File: config.mk
export PLATFORM = sky130hd
export DESIGN_NAME = hns_queue
export DESIGN_NICKNAME = d
export VERILOG_FILES = /design/src/rtl/hns_pkg.sv /design/src/rtl/hns_queue.sv
export SDC_FILE = /design/constraint.sdc
export NUM_CORES = 1
export LEC_CHECK = 0
export BUFFER_PORTS_ARGS = -buffer_cell sky130_fd_sc_hd__buf_2
export CAP_MARGIN = 20
export CORE_ASPECT_RATIO = 0.75
export CORE_MARGIN = 4
export CORE_UTILIZATION = 35
export CTS_CLUSTER_DIAMETER = 80
export DETAILED_ROUTE_END_ITERATION = 16
export GPL_ROUTABILITY_DRIVEN = 0
export PLACE_DENSITY_LB_ADDON = 0.08
export SLEW_MARGIN = 20
export SYNTH_ARGS = -nofsm -noshare
export SYNTH_HDL_FRONTEND = slang
export SYNTH_SLANG_ARGS = --single-unit
File: constraint.sdc
create_clock -name clk -period 1.6 [get_ports clk]
set_input_delay 0.16 -clock clk [delete_from_list [all_inputs] [get_ports clk]]
set_output_delay 0.16 -clock clk [all_outputs]
set_load 0.02 [all_outputs]
File: src/rtl/hns_pkg.sv
// Shared types, constants and helpers for the heightfield normal stream.
`default_nettype none
package hns_pkg;

  localparam int MAX_WIDTH_D   = 128;
  localparam int HEIGHT_BITS_D = 16;
  localparam int QUEUE_DEPTH   = 4;
  localparam int UNIT_Q14      = 16384;
  localparam int TWO_Q12       = 8192;
  localparam int ROW_LIMIT     = 128;

  localparam logic REG_ROW_WIDTH = 1'b0;
  localparam logic REG_ROW_COUNT = 1'b1;

  typedef struct packed {
    logic [1:0] n;
    logic       wr;
    logic [1:0] wslot;
    logic [6:0] wcol;
    logic [6:0] row;
    logic [6:0] col;
    logic       done;
    logic [1:0] slot_c;
    logic [1:0] slot_d;
    logic [1:0] slot_u;
  } job_t;

  function automatic logic [1:0] slot_prev(input logic [1:0] s);
    return (s == 2'd0) ? 2'd2 : s - 2'd1;
  endfunction

  function automatic logic [1:0] slot_next(input logic [1:0] s);
    return (s == 2'd2) ? 2'd0 : s + 2'd1;
  endfunction

endpackage
`default_nettype wire

File: src/rtl/hns_queue.sv
// Small FIFO between the front classifier and the back normal unit.
`default_nettype none
module hns_queue #(
  parameter int DW    = 8,
  parameter int DEPTH = hns_pkg::QUEUE_DEPTH
) (
  input  wire logic          clk,
  input  wire logic          rst_n,
  input  wire logic          push,
  input  wire logic [DW-1:0] din,
  output      logic          full,
  input  wire logic          pop,
  output      logic [DW-1:0] dout,
  output      logic          not_empty
);
  localparam int PW = (DEPTH > 1) ? $clog2(DEPTH) : 1;

  logic [DW-1:0] store [DEPTH];
  logic [PW-1:0] wr_ptr_r, rd_ptr_r;
  logic [PW:0]   count_r;

  assign full      = (count_r == (PW+1)'(DEPTH));
  assign not_empty = (count_r != '0);
  assign dout      = store[rd_ptr_r];

  always_ff @(posedge clk) begin
    if (push) begin
      store[wr_ptr_r] <= din;
    end
  end

  always_ff @(posedge clk) begin
    if (!rst_n) begin
      wr_ptr_r <= '0;
      rd_ptr_r <= '0;
      count_r  <= '0;
    end else begin
      if (push) begin
        wr_ptr_r <= (wr_ptr_r == PW'(DEPTH-1)) ? '0 : wr_ptr_r + 1'b1;
      end
      if (pop) begin
        rd_ptr_r <= (rd_ptr_r == PW'(DEPTH-1)) ? '0 : rd_ptr_r + 1'b1;
      end
      count_r <= count_r + (PW+1)'(push) - (PW+1)'(pop);
    end
  end
endmodule
`default_nettype wire

==> impl_results.md <==
* Outcome: finished, violations left
* Failing checks: negative setup slack
* Final setup TNS at -0.01344 ns
* GRT overflow at 0
* Critical Path RT at 1.44 ns
* GR Layer Usage met3 at 0.03832
* Max-slew violations at 0
* Worst-case vdd ir drop at 434.0 µV
* Clk slew on worst S/H paths at 0.08 ns
* First-pass GRT wire length at 4250 µm
* Initial antenna violation count at 0
* Met1 usage at 0.1206
* Class of the most critical setup path: flip-flop to output port
* CTS buffer count at 5
* Worst Setup Start Kind: flip-flop
* CP max FO at 8
* Nets at 137
* Register bit total from synthesis at 41
* Syn. warnings at 0
* Max Clock Freq at 622.3 MHz
* Worst r2r path cells at 7
* Post-route DRC at 0
* Clock Sinks at 41
* Worst Setup End Kind: output port
* RSZ-0062 raised after global routing: true
* Row count at 21
* Crit path time final at 1.607 ns
* Vias in the first global route at 881
* # hold bufs at CTS at 0
* Core Footprint at 0.004467 mm²
* Post-Synthesis Cells at 86
* Period utilization at 1.004
* PnR worst setup slack at -0.007019 ns
* Worst R2R End: count_r[2]$_SDFF_PN0_
* ANT nets after route at 0
* Clock latency on the worst-skew pair at 0.29 ns
* Finish-stage setup viols at 2
* Pwr Total at 2.296 mW
* CTS tree: yes
* Layout cells sized above 1 at 0.3644
* Ranking of synthesized cells by area: edfxtp_1 (59%), dfxtp_1 (11%), mux4_2 (11%), ha_1 (5.4%), and2_1 (2.3%)
* Mapped cell area at 0.001617 mm²
* Top-count cell post-synth: edfxtp_1
* Met2 usage at 0.1737
* Worst hold path class: input pin to flip-flop
* Seq/Total Area, Yosys at 0.7059
* Iteration-0 DRC Markers at 29
* Routed length per instance at 15.11 µm
* Initial DRT Pass Iterations at 4
* Post-synth EDFFs at 32
* Normalized max-slew margin at 0.7226
* Initial Util at 0.3619
* H-tree depth at 2
* FF-to-FF Start: count_r[0]$_SDFF_PN0_
* Crit path arrival time at 1.45 ns
* Count of input and output buffers at 21
* GRT Total Usage at 0.1043
* Die height at 66.86 µm
* Worst Tran Pin Value at 0.4155 ns
* Vias per cell at 4.543
* # fillers at 409
* Die Footprint at 0.005781 mm²
* Avg Inst Size Synth at 18.80 µm²
* Async SR Flop Fraction at 0
* Unique masters post-synth at 17
* Cell taking the most area after synthesis: edfxtp_1
* Syn_nets at 106
* Layout area overhead at 23.99%
* Total of max-cap violations at 0
* Max Buffers Root-to-Sink at 2
* Diode count at 0
* R2R Setup Slk at 0.08 ns
* Routed via count at 795
* Top_reg_cell synth: edfxtp_1
* Grt peak-use layer: met2
* CP Capture Point: dout[5]
* Pin count of the biggest net entering global routing at 14
* Commonest cells in the netlist: edfxtp_1 (32), dfxtp_1 (9), mux4_2 (8)
* Synth top area share at 0.5944
* Hold Fails Final Rpt at 0
* Clock Skew at 0.007079 ns
* Pwr Density at 1145 mW/mm²
* Detailed Route WL at 2644 µm
* IO Pins at 22
* Die width at 86.48 µm
* Post-DP HPWL at 1921 µm
* Clock tree root buffer cell: clkbuf_8
* Pleak at 0.7546 nW
[metal layers]
layer	part of all wire	up-vias	wire length (µm)
li1	-	381	-
met1	0.42	395	1112
met2	0.52	14	1363
met3	0.048	5	127
met4	0.015	0	40
met5	0	-	0
[kinds of logic (layout without fill, tap and decap cells)]
family	count (synthesis)	after routing	synth area share
fa+ha+maj	8	8	0.06656
simple gates	15	15	0.05651
buf+inv	9	41	0.02632
xor+xnor	1	1	0.01470
flops	41	41	0.7059
compound gates	2	2	0.006192
mux	10	10	0.1238
[through the flow]
step | area (µm²) | instances | setup WS [ns] | utilization | hold slack [ns]
floorplan | 1617 | 86 | 0.1024 | - | 0.2589
global placement | 1864 | 167 | 0.07105 | 0.4174 | 0.3729
detailed placement | 1864 | 167 | 0.04582 | 0.4174 | 0.3835
CTS | 1996 | 175 | -0.02443 | 0.4468 | 0.07286
global route | 2004 | 175 | -0.07078 | 0.4487 | 0.07443
finish | 2004 | 175 | -0.007019 | 0.4487 | 0.08251
[report_power, final]
group / leakage (nW) / total, mW / switching [mW] / internal [mW]
combinational: 0.340 / 0.394 / 0.178 / 0.216
sequential: 0.369 / 1.25 / 0.0359 / 1.21
clock: 0.0455 / 0.652 / 0.351 / 0.301
[worst min-delay path by stage]
stage	start	endpoint	slack [ns]	cells after the start
global placement	din[7]	store[2][7]$_DFFE_PP_	0.37	1
global route	din[4]	store[0][4]$_DFFE_PP_	0.07	1
CTS	din[7]	store[3][7]$_DFFE_PP_	0.07	1
floorplan	din[0]	store[0][0]$_DFFE_PP_	0.26	0
detailed placement	din[7]	store[3][7]$_DFFE_PP_	0.38	1
finish	din[7]	store[3][7]$_DFFE_PP_	0.08	1
[worst max-delay path, cell delays in order, from the launching register on]
cell	delay, ns
dfxtp_2	0.35
buf_12	0.14
mux4_2	0.52
buf_6	0.15
[sequential cells by signal, summed over array words and instances (netlist names), named ones only]
register and count:
wr_ptr_r 2, store 32, rd_ptr_r 2, count_r 3
[area by class of cell]
cell class	count	area (µm²)	share of cell area
flip-flops and latches	41	1142	0.5699
multi-input cells	36	435.4	0.2172
repair buffers	26	242.7	0.1211
well taps	57	71.32	0.03558
clock buffers	5	68.82	0.03433
inverters	7	26.28	0.01311
clock inverters	3	17.52	0.008739
[repair_timing]
action / in CTS / in global routing
resized for setup: 15 / 3
endpoints found under the setup margin: 8 / 9
gates cloned: 0 / 0
pin swaps: 0 / 0
setup buffers: 0 / 0
[layout by cell type, fill, tap and decap left out]
cell and n:
edfxtp_1 32, buf_2 13, mux4_2 8, dfxtp_1 8, buf_6 8, inv_1 7, ha_1 7, and2_1 6
clkbuf_8 5, buf_12 4, nor2_1 3, or3b_1 2, nand2b_1 2, a21oi_1 2, mux2i_1 2, or3_1 1
and3_1 1, xor3_1 1, fa_2 1, dfxtp_2 1, clkinv_4 1, clkinv_2 1, clkinv_1 1, buf_4 1
Note: power is estimated with default switching activity, not from simulation.
