**src/rtl/hns_pkg.sv**
```systemverilog
// Shared types, constants and helpers for the heightfield normal stream.
`default_nettype none
package hns_pkg;

  localparam int MAX_WIDTH_D   = 128;
  localparam int HEIGHT_BITS_D = 16;
  localparam int QUEUE_DEPTH   = 4;
  localparam int UNIT_Q14      = 16384;
  localparam int TWO_Q12       = 8192;
  localparam int ROW_LIMIT     = 128;

  localparam logic REG_ROW_WIDTH = 1'b0;
  localparam logic REG_ROW_COUNT = 1'b1;

  typedef struct packed {
    logic [1:0] n;
    logic       wr;
    logic [1:0] wslot;
    logic [6:0] wcol;
    logic [6:0] row;
    logic [6:0] col;
    logic       done;
    logic [1:0] slot_c;
    logic [1:0] slot_d;
    logic [1:0] slot_u;
  } job_t;

  function automatic logic [1:0] slot_prev(input logic [1:0] s);
    return (s == 2'd0) ? 2'd2 : s - 2'd1;
  endfunction

  function automatic logic [1:0] slot_next(input logic [1:0] s);
    return (s == 2'd2) ? 2'd0 : s + 2'd1;
  endfunction

endpackage
`default_nettype wire

```
**src/rtl/hns_in_if.sv**
```systemverilog
// Input request channel: height samples and drain steps.
`default_nettype none
interface hns_in_if;
  logic               valid;
  logic               ready;
  logic               action;
  logic signed [15:0] height;
  modport source (output valid, action, height, input ready);
  modport sink (input valid, action, height, output ready);
endinterface
`default_nettype wire

```
**src/rtl/hns_front.sv**
```systemverilog
// Front end: accepts requests, tracks grid position and queues store writes and normal jobs.
`default_nettype none
module hns_front #(
  parameter int HEIGHT_BITS = hns_pkg::HEIGHT_BITS_D
) (
  input  wire logic                   clk,
  input  wire logic                   rst_n,
  hns_in_if.sink                      in_ch,
  input  wire logic [7:0]             w,
  input  wire logic [7:0]             rows,
  input  wire logic                   restart,
  input  wire logic                   full,
  output      logic                   push,
  output      hns_pkg::job_t          push_job,
  output      logic signed [HEIGHT_BITS-1:0] push_height
);
  logic [6:0] col_r, row_r, drain_r;
  logic [1:0] slot_r;
  logic       draining_r;
  logic       acc, is_sample, is_drain;
  logic [7:0] col_plus, drain_plus;
  logic       row_end, grid_end, drain_end;

  assign in_ch.ready = !full;
  assign acc         = in_ch.valid && in_ch.ready;
  assign is_sample   = acc && !in_ch.action && !draining_r;
  assign is_drain    = acc && in_ch.action && draining_r;
  assign push        = is_sample || is_drain;
  assign push_height = HEIGHT_BITS'(in_ch.height);

  assign col_plus   = 8'(col_r) + 8'd1;
  assign drain_plus = 8'(drain_r) + 8'd1;
  assign row_end    = (col_plus >= w);
  assign grid_end   = ((8'(row_r) + 8'd1) >= rows);
  assign drain_end  = (drain_plus >= w);

  always_comb begin
    push_job = '0;
    if (draining_r) begin
      push_job.n      = 2'd1;
      push_job.row    = 7'(rows - 8'd1);
      push_job.col    = drain_r;
      push_job.done   = drain_end;
      push_job.slot_c = slot_r;
      push_job.slot_d = hns_pkg::slot_prev(slot_r);
      push_job.slot_u = slot_r;
    end else begin
      push_job.wr     = 1'b1;
      push_job.wslot  = slot_r;
      push_job.wcol   = col_r;
      push_job.n      = (row_r != '0 && col_r != '0) ? ((col_plus == w) ? 2'd2 : 2'd1)
                                                     : 2'd0;
      push_job.row    = row_r - 7'd1;
      push_job.col    = col_r - 7'd1;
      push_job.slot_c = hns_pkg::slot_prev(slot_r);
      push_job.slot_d = (row_r != 7'd1) ? hns_pkg::slot_prev(hns_pkg::slot_prev(slot_r))
                                        : hns_pkg::slot_prev(slot_r);
      push_job.slot_u = slot_r;
    end
  end

  always_ff @(posedge clk) begin
    if (!rst_n || restart) begin
      col_r      <= '0;
      row_r      <= '0;
      drain_r    <= '0;
      slot_r     <= '0;
      draining_r <= 1'b0;
    end else if (is_sample) begin
      if (row_end) begin
        col_r <= '0;
        if (grid_end) begin
          draining_r <= 1'b1;
          drain_r    <= '0;
        end else begin
          row_r  <= row_r + 7'd1;
          slot_r <= hns_pkg::slot_next(slot_r);
        end
      end else begin
        col_r <= col_r + 7'd1;
      end
    end else if (is_drain) begin
      if (drain_end) begin
        col_r      <= '0;
        row_r      <= '0;
        drain_r    <= '0;
        slot_r     <= '0;
        draining_r <= 1'b0;
      end else begin
        drain_r <= drain_r + 7'd1;
      end
    end
  end
endmodule
`default_nettype wire

```
**src/flat_wrapper.sv**
```systemverilog
// flat-port wrapper written by rule: the top's interface ports become plain ports
module hns_front_flat 
#(
  parameter int HEIGHT_BITS = hns_pkg::HEIGHT_BITS_D
)
  (clk, rst_n, w, rows, restart, full, push, push_job, push_height, in_ch_valid, in_ch_action, in_ch_height, in_ch_ready);
  hns_in_if in_ch_i ();
  input  wire logic clk;
  input  wire logic rst_n;
  input  wire logic [7:0] w;
  input  wire logic [7:0] rows;
  input  wire logic restart;
  input  wire logic full;
  output      logic push;
  output      hns_pkg::job_t push_job;
  output      logic signed [HEIGHT_BITS-1:0] push_height;
  input wire logic [$bits(in_ch_i.valid)-1:0] in_ch_valid;
  input wire logic [$bits(in_ch_i.action)-1:0] in_ch_action;
  input wire logic [$bits(in_ch_i.height)-1:0] in_ch_height;
  output wire logic [$bits(in_ch_i.ready)-1:0] in_ch_ready;
  assign in_ch_i.valid = in_ch_valid;
  assign in_ch_i.action = in_ch_action;
  assign in_ch_i.height = in_ch_height;
  assign in_ch_ready = in_ch_i.ready;
  hns_front #(.HEIGHT_BITS(HEIGHT_BITS)) u_core (.clk(clk), .rst_n(rst_n), .in_ch(in_ch_i), .w(w), .rows(rows), .restart(restart), .full(full), .push(push), .push_job(push_job), .push_height(push_height));
endmodule
```
**config.mk**
```make
export PLATFORM = sky130hd
export DESIGN_NAME = hns_front_flat
export DESIGN_NICKNAME = d
export VERILOG_FILES = /design/src/rtl/hns_pkg.sv /design/src/rtl/hns_in_if.sv /design/src/rtl/hns_front.sv /design/src/flat_wrapper.sv
export SDC_FILE = /design/constraint.sdc
export NUM_CORES = 1
export LEC_CHECK = 0
export BUFFER_PORTS_ARGS = -buffer_cell sky130_fd_sc_hd__buf_2
export CAP_MARGIN = 20
export CORE_MARGIN = 1
export CORE_UTILIZATION = 54
export DETAILED_ROUTE_END_ITERATION = 7
export GPL_TIMING_DRIVEN = 0
export PLACE_DENSITY = 0.85
export SYNTH_ARGS = -nofsm -noshare
export SYNTH_HDL_FRONTEND = slang
export SYNTH_SLANG_ARGS = --single-unit
export TNS_END_PERCENT = 5
```
**constraint.sdc**
```tcl
create_clock -name clk -period 5.9 [get_ports clk]
set_input_delay 0.295 -clock clk [delete_from_list [all_inputs] [get_ports clk]]
set_output_delay 0.295 -clock clk [all_outputs]
set_load 0.02 [all_outputs]
```
==> results of run 1 <==
## kinds of logic after synthesis
group | share of synthesized area, %
buffers and inverters | 10.35
xor gates and xnor gates | 9.263
adders and majority gates | 17.01
DFF | 18.15
AOI/OAI and AO/OA | 19.38
and+or+nand+nor | 23.96
muxes | 1.890
## final cells by class
| class | count | area [µm²] |
|---|---|---|
| fill | 400 | 1560 |
| buffer | 31 | 176.4 |
| timing repair buffer | 72 | 360.3 |
| tap | 67 | 83.83 |
| inverter | 26 | 97.59 |
| clock buffer | 3 | 41.29 |
| sequential | 24 | 480.5 |
| multi-input combinational | 272 | 1893 |
| clock inverter | 1 | 30.03 |
## worst paths after layout
path | depth (start not counted) | start | slack, ns | to
worst max-delay path | 10 | u_core.col_r[2]$_SDFFE_PP0P_ | 2.18 | u_core.row_r[2]$_SDFFE_PP0P_
worst min-delay path | 4 | restart | 0.35 | u_core.drain_r[1]$_SDFFE_PP0P_
worst max register to register | 10 | u_core.col_r[2]$_SDFFE_PP0P_ | 2.18 | u_core.row_r[2]$_SDFFE_PP0P_
worst min register to register | 2 | u_core.drain_r[1]$_SDFFE_PP0P_ | 0.52 | u_core.drain_r[1]$_SDFFE_PP0P_
## routing by layer
metal / vias to the layer above / wire, µm / GRT usage (%)
li1: 1368 / - / -
met1: 1260 / 2933 / 33.93
met2: 136 / 3292 / 45.07
met3: 16 / 599 / 6.250
met4: 0 / 104 / 6.972
met5: - / 0 / 0
## state kept, by name, summed over array words and instances, names as in the netlist
signal and flops:
u_core.col_r 7, u_core.drain_r 7, u_core.draining_r 1, u_core.row_r 7
u_core.slot_r 2
## power breakdown
part           leakage [nW]  switching [mW]  internal, mW
combinational          1.36          0.0408        0.0297
clock                0.0357          0.0589        0.0909
sequential            0.193        0.000357         0.162
## layout by cell type, fill, tap and decap left out, drive strengths merged, types with 3 or more instances in the layout
cell type,count
a21oi,20
nor3,4
nand3,19
nand4,3
nand3b,6
clkbuf,17
buf,89
ha,36
a31oi,6
and3,6
o311ai,3
nor2,36
xor2,14
a21o,6
o21ai,19
inv,25
o21a,4
mux2i,5
dfxtp,24
nor2b,8
o31ai,3
nand2,26
a32o,4
nand2b,6
nor4,5
xnor2,14
## metrics by stage
step	util, %	hold slack [ns]	std cells	area (µm²)
after floorplan	-	0.4648	353	2648
after global placement	65.46	0.4949	492	3092
after detailed placement	65.46	0.5075	492	3092
after CTS	66.97	0.3492	496	3163
after global routing	66.97	0.3694	496	3163
final	66.97	0.3496	496	3163
## worst max-delay path: cells and delay by family, from the launching register on
kind	cells	cell delay (ns)
AND/OR/NAND/NOR	4	1.32
adder cells (fa/ha/maj)	1	0.31
flip-flops	1	0.32
AO/OA/AOI/OAI	3	1.23
buffers and inverters	1	0.32
XOR/XNOR	1	0.10
==> impl_metrics.tcl, run 1 <==
set metrics [dict create \
    yosys_most_used_dff "sky130_fd_sc_hd__dfxtp_1" \
    routed_wire_length_per_instance_um 13.97 \
    grt_usage_pct 26.58 \
    cell_area_synth_mm2 0.002648 \
    crit_path_max_fanout 10 \
    slowest_delay_ns 0.68 \
    post-cts-setup-buffer-count 0 \
    insertedDiodeCount 0 \
    worst_ep_arrival_ns 3.89 \
    detailroute.via_count 2780 \
    route.antenna.remaining_nets 0 \
    insertion_delay_ns 0.28 \
    final-setup-viol-count 0 \
    detail_route.wirelength_um 6929 \
    timing_limited_maximum_frequency_ghz 0.2691 \
    grt_start_max_net_pins 15 \
    synth_area_leader_cell "sky130_fd_sc_hd__dfxtp_1" \
    io_buffer_count 72 \
    setup_slack_at_placement_ns 2.328 \
    hold_path_class "in2reg" \
    power_mw 0.3825 \
    fp.dieArea_mm2 0.005187 \
    setup_ws_ns 2.184 \
    areaGrowthSynthToFinish_pct 19.47 \
    place.detailed.hpwl_um 5405 \
    power_density_mw_per_mm2 120.9 \
    grt_first_pass_wirelength_um 11050 \
    timing.critical_path.to_type "register" \
    core_mm2 0.004723 \
    finalHoldViolCount 0 \
    layout_worst_path_cycle_share_pct 62.98 \
    syn-instance-count 353 \
    critPathMostFrequentCell "sky130_fd_sc_hd__and3_1" \
    synth_async_sr_flop_share_pct 0 \
    cap_viol_max_count 0 \
    cts.repair.resized 0 \
    synth_top_area_share_pct 18.15 \
    ys_types 47 \
    tritoncts "done" \
    detail_route.iter0.violations 153 \
    slew_viol_final 0 \
    timing_worst_setup_path_type "reg2reg" \
    mappedNetlistNets 427 \
    sequential_area_share_after_synthesis_pct 18.15 \
    grt_remaining_overflow 0 \
    tritoncts_num_sinks 24 \
    post-route-min-period_ns 3.716 \
    cp_cell_sequence "clkbuf_1, and3_1, and3_1, xor2_1, ha_1, nand4_1, o31ai_1, nor3b_4, o22ai_4, a211o_1" \
    h-tree-depth 1 \
    postSynthRegisterBits 24 \
    yosysWarningCount 0 \
    leakage_nw 1.587 \
    finalSetupTns_ns 0 \
    grt_setup_unrepaired "false" \
    max-clock-path-buffers 2 \
    nNetsFinal 504 \
    root_buffer "sky130_fd_sc_hd__clkbuf_8" \
    initial_core_utilization_pct 56.05 \
    chipWidth_um 72.02 \
    cts-hold-fix-buffers 0 \
    timing_worst_slew_pin_value_ns 0.9285 \
    run_status "complete, no violations" \
    clk_pin_slew_worst_paths_ns 0.09 \
    worst_slew_margin_rel_pct 37.12 \
    synth.area.top_cells "sky130_fd_sc_hd__dfxtp_1 (18%), sky130_fd_sc_hd__ha_1 (17%), sky130_fd_sc_hd__nor2_1 (5.1%)" \
    post_synth_most_frequent_cells "sky130_fd_sc_hd__ha_1 (36), sky130_fd_sc_hd__nor2_1 (36), sky130_fd_sc_hd__nand2_1 (26)" \
    count_of_flip_flops_with_a_built_in_enable_after_synthesis 0 \
    avgViaCountPerCell 5.605 \
    ioPinCount 89 \
    layout-drive-gt1-share_pct 23.31 \
    timing.clock.skew_ns 0.007060 \
    floorplan.rows 25 \
    antenna_found_initial 0 \
    synth.avg_cell_area_um2 7.500 \
    grt_pass1_vias 2443 \
    cp-start-kind "register" \
    timing.critical_path.slowest_stage_cell "sky130_fd_sc_hd__o31ai_1" \
    timing.critical_path.required_ns 6.07 \
    drt_drc_violations_left 0 \
    die-height_um 72.02 \
    cts_inserted_buffers 3 \
    drtPass1Iterations 7 \
    ir_worst_vdd_mv 0.1074 \
    gp_routability_congestion 0.8792 \
]
Note: power is estimated with default switching activity, not from simulation.
==> run 2: changes to the inputs <==
ABC_AREA = 1   (was unset)
CORE_UTILIZATION = 52   (was 54)
PLACE_DENSITY = 0.82   (was 0.85)
clock period = 3.6 ns   (was 5.9 ns; I/O delays follow)
==> impl_metrics.tcl, run 2 <==
set metrics [dict create \
    yosysWarningCount 0 \
    mappedNetlistNets 522 \
    timing.clock.skew_ns 0.006037 \
    cell_internal_pwr_mw 0.3879 \
    place.detailed.hpwl_um 5791 \
    crit_path_max_fanout 10 \
    ir_worst_vdd_mv 0.1175 \
    syn-instance-count 448 \
    die-height_um 74.68 \
    floorplan.rows 26 \
    synth_async_sr_flop_share_pct 0 \
    power_density_mw_per_mm2 168.7 \
    gp_routability_congestion 0.9301 \
    critical_path_cell_count 18 \
    leakage_nw 1.869 \
    synth.avg_cell_area_um2 6.130 \
    fp.dieArea_mm2 0.005576 \
    ys_types 33 \
    drt_drc_violations_left 0 \
    final_common_cell "sky130_fd_sc_hd__nand2_1" \
    routed_wire_length_per_instance_um 12.02 \
    synth.area.top_cells "sky130_fd_sc_hd__dfxtp_1 (17%), sky130_fd_sc_hd__ha_1 (16%), sky130_fd_sc_hd__nand2_1 (15%)" \
    io_buffer_count 72 \
    slowest_delay_ns 0.44 \
    sequential_area_share_after_synthesis_pct 17.49 \
    route.antenna.remaining_nets 0 \
    yosys_most_used_dff "sky130_fd_sc_hd__dfxtp_1" \
    grt_first_pass_wirelength_um 11350 \
    synth_area_leader_cell "sky130_fd_sc_hd__dfxtp_1" \
    top_regs "u_core.col_r x7, u_core.drain_r x7, u_core.row_r x7" \
    cp-start-kind "register" \
    worst_ep_arrival_ns 2.88 \
    layout_worst_path_cycle_share_pct 75.45 \
    insertedDiodeCount 0 \
    timing_limited_maximum_frequency_ghz 0.3682 \
    cp_cell_sequence "ha_1, nand3_1, nor3_1, xor2_1, ha_1, nand2_1, nor2_2, nand2_2, nand2_1, nor2_1, nand2_1, nand2_1, nand2_1, nand2_2, buf_6, nand2_1, nand2_1, nor2_1" \
    gate_power_share_pct 21.2 \
    layout-drive-gt1-share_pct 20.46 \
    multi_input_comb_area_mm2 0.001809 \
    clk_pin_slew_worst_paths_ns 0.09 \
    yosysMostFrequentCell "sky130_fd_sc_hd__nand2_1" \
    net-switching-power_mw 0.1579 \
    grt_start_max_net_pins 13 \
    drtPass1Iterations 5 \
    finalSetupTns_ns 0 \
    nNetsFinal 599 \
    worst_slew_margin_rel_pct 55.41 \
    initial_core_utilization_pct 53.77 \
    areaGrowthSynthToFinish_pct 17.81 \
    avgViaCountPerCell 5.069 \
    timing.critical_path.required_ns 3.77 \
    power.switching_fraction_pct 28.94 \
    detail_route.wirelength_um 7130 \
    count_of_flip_flops_with_a_built_in_enable_after_synthesis 0 \
    post-cts-setup-buffer-count 0 \
    sequentialPowerShare_pct 48.8 \
    slew_viol_final 0 \
    cap_viol_max_count 0 \
    grt_pass1_vias 2589 \
    post-route-min-period_ns 2.716 \
    cts-hold-fix-buffers 0 \
    nFillCells 501 \
    detail_route.iter0.violations 193 \
    cts_inserted_buffers 3 \
    path_buf_inv 1 \
    core_mm2 0.005107 \
    grt_setup_unrepaired "false" \
    post_synth_most_frequent_cells "sky130_fd_sc_hd__nand2_1 (113), sky130_fd_sc_hd__inv_1 (75), sky130_fd_sc_hd__nor2_1 (55)" \
    max-clock-path-buffers 2 \
    critical_path.top_delay_family "simple AND/OR/NAND/NOR gates" \
    cts.repair.resized 0 \
    grt_remaining_overflow 0 \
    chipWidth_um 74.68 \
    timing.critical_path.to_type "register" \
    synth_top_area_share_pct 17.49 \
    postSynthRegisterBits 24 \
    final-setup-viol-count 0 \
    worstRegToRegCells 18 \
    detailroute.via_count 3006 \
    grt_usage_pct 26.41 \
    tritoncts_num_sinks 24 \
    run_status "complete, no violations" \
    critPathMostFrequentCell "sky130_fd_sc_hd__nand2_1" \
    p_clk_share_pct 30.0 \
    area.sequential_um2 480.5 \
    insertion_delay_ns 0.27 \
    worst_hold_check_slack_ns 0.3048 \
    ioPinCount 89 \
    finalHoldViolCount 0 \
    timing_worst_slew_pin_value_ns 0.6664 \
    h-tree-depth 1 \
    worst_hold_path.num_cells 4 \
    finish.utilization_pct 63.35 \
    layout_common_cells "sky130_fd_sc_hd__nand2_1 (113), sky130_fd_sc_hd__inv_1 (75), sky130_fd_sc_hd__buf_2 (74)" \
    antenna_found_initial 0 \
    cell_area_synth_mm2 0.002746 \
    timing_worst_setup_path_type "reg2reg" \
    timing.critical_path.slowest_stage_cell "sky130_fd_sc_hd__dfxtp_1" \
    tritoncts "done" \
    hold_path_class "in2reg" \
    root_buffer "sky130_fd_sc_hd__clkbuf_8" \
]
==> run 2: cell families after synthesis <==
family	share of synthesized area, %
multiplexers	1.093
flip-flops	17.49
buffers and inverters	16.63
AO/OA/AOI/OAI	11.71
XOR/XNOR	4.784
adder cells (fa/ha/maj)	16.40
AND/OR/NAND/NOR	31.89
==> run 2: worst reg2reg max path, delay by kind of cell, from the launching register on <==
kind,cells,cell delay (ns)
buffers and inverters,1,0.15
XOR/XNOR,1,0.23
AND/OR/NAND/NOR,14,1.30
adder cells (fa/ha/maj),2,0.49
flip-flops,1,0.44
==> run 2: worst paths after layout <==
path / start / endpoint / slack, ns
worst min-delay path: restart / u_core.row_r[4]$_SDFFE_PP0P_ / 0.30
worst max-delay path: u_core.col_r[0]$_SDFFE_PP0P_ / u_core.drain_r[2]$_SDFFE_PP0P_ / 0.88
worst min register to register: u_core.col_r[1]$_SDFFE_PP0P_ / u_core.col_r[1]$_SDFFE_PP0P_ / 0.51
worst max register to register: u_core.col_r[0]$_SDFFE_PP0P_ / u_core.drain_r[2]$_SDFFE_PP0P_ / 0.88
==> run 2: final cells by class <==
| type | instances | share of cell area, % |
|---|---|---|
| multi-input combinational | 323 | 55.92 |
| sequential | 24 | 14.85 |
| timing repair buffer | 72 | 11.14 |
| inverter | 76 | 8.817 |
| buffer | 25 | 5.298 |
| tap | 70 | 2.707 |
| clock buffer | 3 | 1.276 |
==> run 2: per-stage QoR <==
step                      total power, mW  cell area (µm²)  worst slack [ns]  std cells
after floorplan                    0.3509             2746             1.308        448
final                              0.5458             3236            0.8840        593
after CTS                          0.5475             3236            0.9150        593
after global routing               0.5697             3236            0.6675        593
after global placement             0.3849             3194            0.9670        590
after detailed placement           0.3872             3194            0.9345        590
==> run 2: per-layer routing <==
layer | vias to the layer above | share of wire [%] | track usage (%)
li1 | 1540 | - | -
met1 | 1352 | 44 | 34.43
met2 | 106 | 48 | 47.15
met3 | 8 | 6.5 | 3.079
met4 | 0 | 1.0 | 5.031
met5 | - | 0 | 0
==> run 2: power by group through the flow <==
stage               combinational, mW  clock [mW]  sequential (mW)
finish                          0.116       0.164            0.266
global route                    0.129       0.174            0.266
CTS                             0.115       0.166            0.266
detailed placement              0.115           0            0.272
global placement                0.112           0            0.272
floorplan                      0.0787           0            0.272
==> run 3: changes to the inputs <==
clock period = 2.5 ns   (was 3.6 ns; I/O delays follow)
==> impl_metrics.tcl, run 3 (synthesis gave the netlist of run 2 again) <==
set metrics [dict create \
    initial_core_utilization_pct 53.77 \
    dpl.cell_count 590 \
    setup.reg_to_reg.worst_slack_ns 0.04 \
    final_common_cell "sky130_fd_sc_hd__nand2_1" \
    run_status "complete, no violations" \
    cell_internal_pwr_mw 0.5594 \
    power.switching_fraction_pct 29.29 \
    cap_viol_max_count 0 \
    gate_power_share_pct 22.3 \
    grt_setup_unrepaired "true" \
    timing_worst_setup_path_type "reg2reg" \
    top_regs "u_core.col_r x7, u_core.drain_r x7, u_core.row_r x7" \
    crit_path_max_fanout 10 \
    worst_ep_arrival_ns 2.63 \
    worst_slew_margin_rel_pct 56.55 \
    max-clock-path-buffers 2 \
    routed_wire_length_per_instance_um 12.41 \
    drt_drc_violations_left 0 \
    place.detailed.hpwl_um 5791 \
    hold_path_class "in2reg" \
    sequentialPowerShare_pct 47.9 \
    clk_pin_slew_worst_paths_ns 0.09 \
    grt_start_max_net_pins 13 \
    timing_limited_maximum_frequency_ghz 0.4061 \
    tritoncts_num_sinks 24 \
    insertedDiodeCount 0 \
    floorplan.rows 26 \
    areaGrowthSynthToFinish_pct 26.70 \
    insertion_delay_ns 0.27 \
    core_mm2 0.005107 \
    grt_usage_pct 26.81 \
    final-setup-viol-count 0 \
    layout_common_cells "sky130_fd_sc_hd__nand2_1 (107), sky130_fd_sc_hd__inv_1 (75), sky130_fd_sc_hd__buf_2 (72)" \
    timing.critical_path.required_ns 2.67 \
    timing.clock.skew_ns 0.001191 \
    detail_route.iter0.violations 145 \
    ioPinCount 89 \
    min_from "restart" \
    power_density_mw_per_mm2 227.4 \
    cp-start-kind "register" \
    antenna_found_initial 0 \
    route.antenna.remaining_nets 0 \
    tritoncts "done" \
    detailroute.via_count 3085 \
    io_buffer_count 72 \
    detail_route.wirelength_um 7471 \
    timing.critical_path.to_type "register" \
    cts_inserted_buffers 3 \
    die-height_um 74.68 \
    worst_setup_startpoint "u_core.col_r[0]$_SDFFE_PP0P_" \
    p_clk_share_pct 29.8 \
    gp_routability_congestion 0.9301 \
    worstReg2RegStart "u_core.col_r[0]$_SDFFE_PP0P_" \
    grt_pass1_vias 2597 \
    finalSetupTns_ns 0 \
    leakage_nw 1.942 \
    power_mw 0.7911 \
    grt_remaining_overflow 0 \
    finalHoldViolCount 0 \
    final-instance-count-excl-fill 602 \
    post-route-min-period_ns 2.463 \
    worst_hold_check_slack_ns 0.2460 \
    ir_worst_vdd_mv 0.1950 \
    chipWidth_um 74.68 \
    layout-drive-gt1-share_pct 27.07 \
    nNetsFinal 608 \
    finish.utilization_pct 68.13 \
    fp.dieArea_mm2 0.005576 \
    avgViaCountPerCell 5.125 \
    net-switching-power_mw 0.2317 \
    grt_first_pass_wirelength_um 11530 \
    h-tree-depth 1 \
    slew_viol_final 0 \
    cts-hold-fix-buffers 0 \
    worstRegToRegCells 18 \
    worst_hold_path.num_cells 4 \
    drtPass1Iterations 5 \
    root_buffer "sky130_fd_sc_hd__clkbuf_8" \
    timing_worst_slew_pin_value_ns 0.6493 \
    layout_worst_path_cycle_share_pct 98.50 \
]
run 3: changes by cell type in the layout (fill, tap and decap cells not counted), moves of 3 or more:
cell	previous run	this run
sky130_fd_sc_hd__nor2_2	1	4
sky130_fd_sc_hd__nand2_1	113	107
sky130_fd_sc_hd__dfxtp_2	0	6
sky130_fd_sc_hd__nor2_1	55	52
sky130_fd_sc_hd__ha_4	0	4
sky130_fd_sc_hd__dfxtp_1	24	14
sky130_fd_sc_hd__nor3_1	7	4
sky130_fd_sc_hd__dfxtp_4	0	4
sky130_fd_sc_hd__nand2_4	2	5
sky130_fd_sc_hd__buf_4	16	25
sky130_fd_sc_hd__ha_1	36	32
run 3: power groups by stage:
stage / clock, mW / combinational [mW] / sequential, mW
3_5_place_dp: 0 / 0.165 / 0.392
2_1_floorplan: 0 / 0.113 / 0.392
4_1_cts: 0.239 / 0.166 / 0.383
6_report: 0.236 / 0.176 / 0.379
3_3_place_gp: 0 / 0.162 / 0.392
5_1_grt: 0.253 / 0.196 / 0.379
run 3: layer usage:
metal | GRT usage (%) | vias up | share of wire, %
li1 | - | 1563 | -
met1 | 35.53 | 1395 | 44
met2 | 48.35 | 114 | 48
met3 | 1.606 | 13 | 5.7
met4 | 5.031 | 0 | 1.7
met5 | 0 | - | 0
run 3: layout make-up:
class                   instances  area [µm²]
plain buffers                  25       180.2
multi-input cells             323        1942
flip-flops and latches         24       503.0
well taps                      70       87.58
inverters                      76       285.3
fillers                       447        1628
repair buffers                 81       440.4
clock buffers                   3       41.29
run 3: final timing paths:
kind                                          to
setup / recovery  u_core.drain_r[2]$_SDFFE_PP0P_
hold / removal      u_core.row_r[4]$_SDFFE_PP0P_
setup reg to reg  u_core.drain_r[2]$_SDFFE_PP0P_
hold reg to reg     u_core.col_r[6]$_SDFFE_PP0P_
run 3: worst max-delay path, stage by stage, from the launching register on:
cell	delay, ns
sky130_fd_sc_hd__dfxtp_4	0.38
sky130_fd_sc_hd__ha_4	0.15
sky130_fd_sc_hd__nand3_2	0.10
sky130_fd_sc_hd__nor3_2	0.21
sky130_fd_sc_hd__xor2_1	0.20
sky130_fd_sc_hd__ha_1	0.27
sky130_fd_sc_hd__nand2_2	0.09
sky130_fd_sc_hd__nor2_2	0.05
sky130_fd_sc_hd__nand2_2	0.07
sky130_fd_sc_hd__nand2_1	0.06
sky130_fd_sc_hd__nor2_1	0.14
sky130_fd_sc_hd__nand2_2	0.11
sky130_fd_sc_hd__nand2_4	0.10
sky130_fd_sc_hd__nand2_4	0.07
sky130_fd_sc_hd__nand2_4	0.09
sky130_fd_sc_hd__buf_6	0.13
sky130_fd_sc_hd__nand2_1	0.06
sky130_fd_sc_hd__nand2_1	0.06
sky130_fd_sc_hd__nor2_1	0.04
run 3: metrics by stage:
stage,worst slack (ns),instance area [µm²]
floorplan,0.2078,2746
global placement,-0.1330,3194
detailed placement,-0.1655,3194
CTS,-0.005456,3286
global route,-0.1177,3480
finish,0.03749,3480
run 3: timing repair:
| item | in CTS | in global routing |
|---|---|---|
| pin swaps | 2 | 9 |
| setup endpoints to repair | 20 | 27 |
| setup buffers | 2 | 7 |
| gates resized for setup | 11 | 33 |
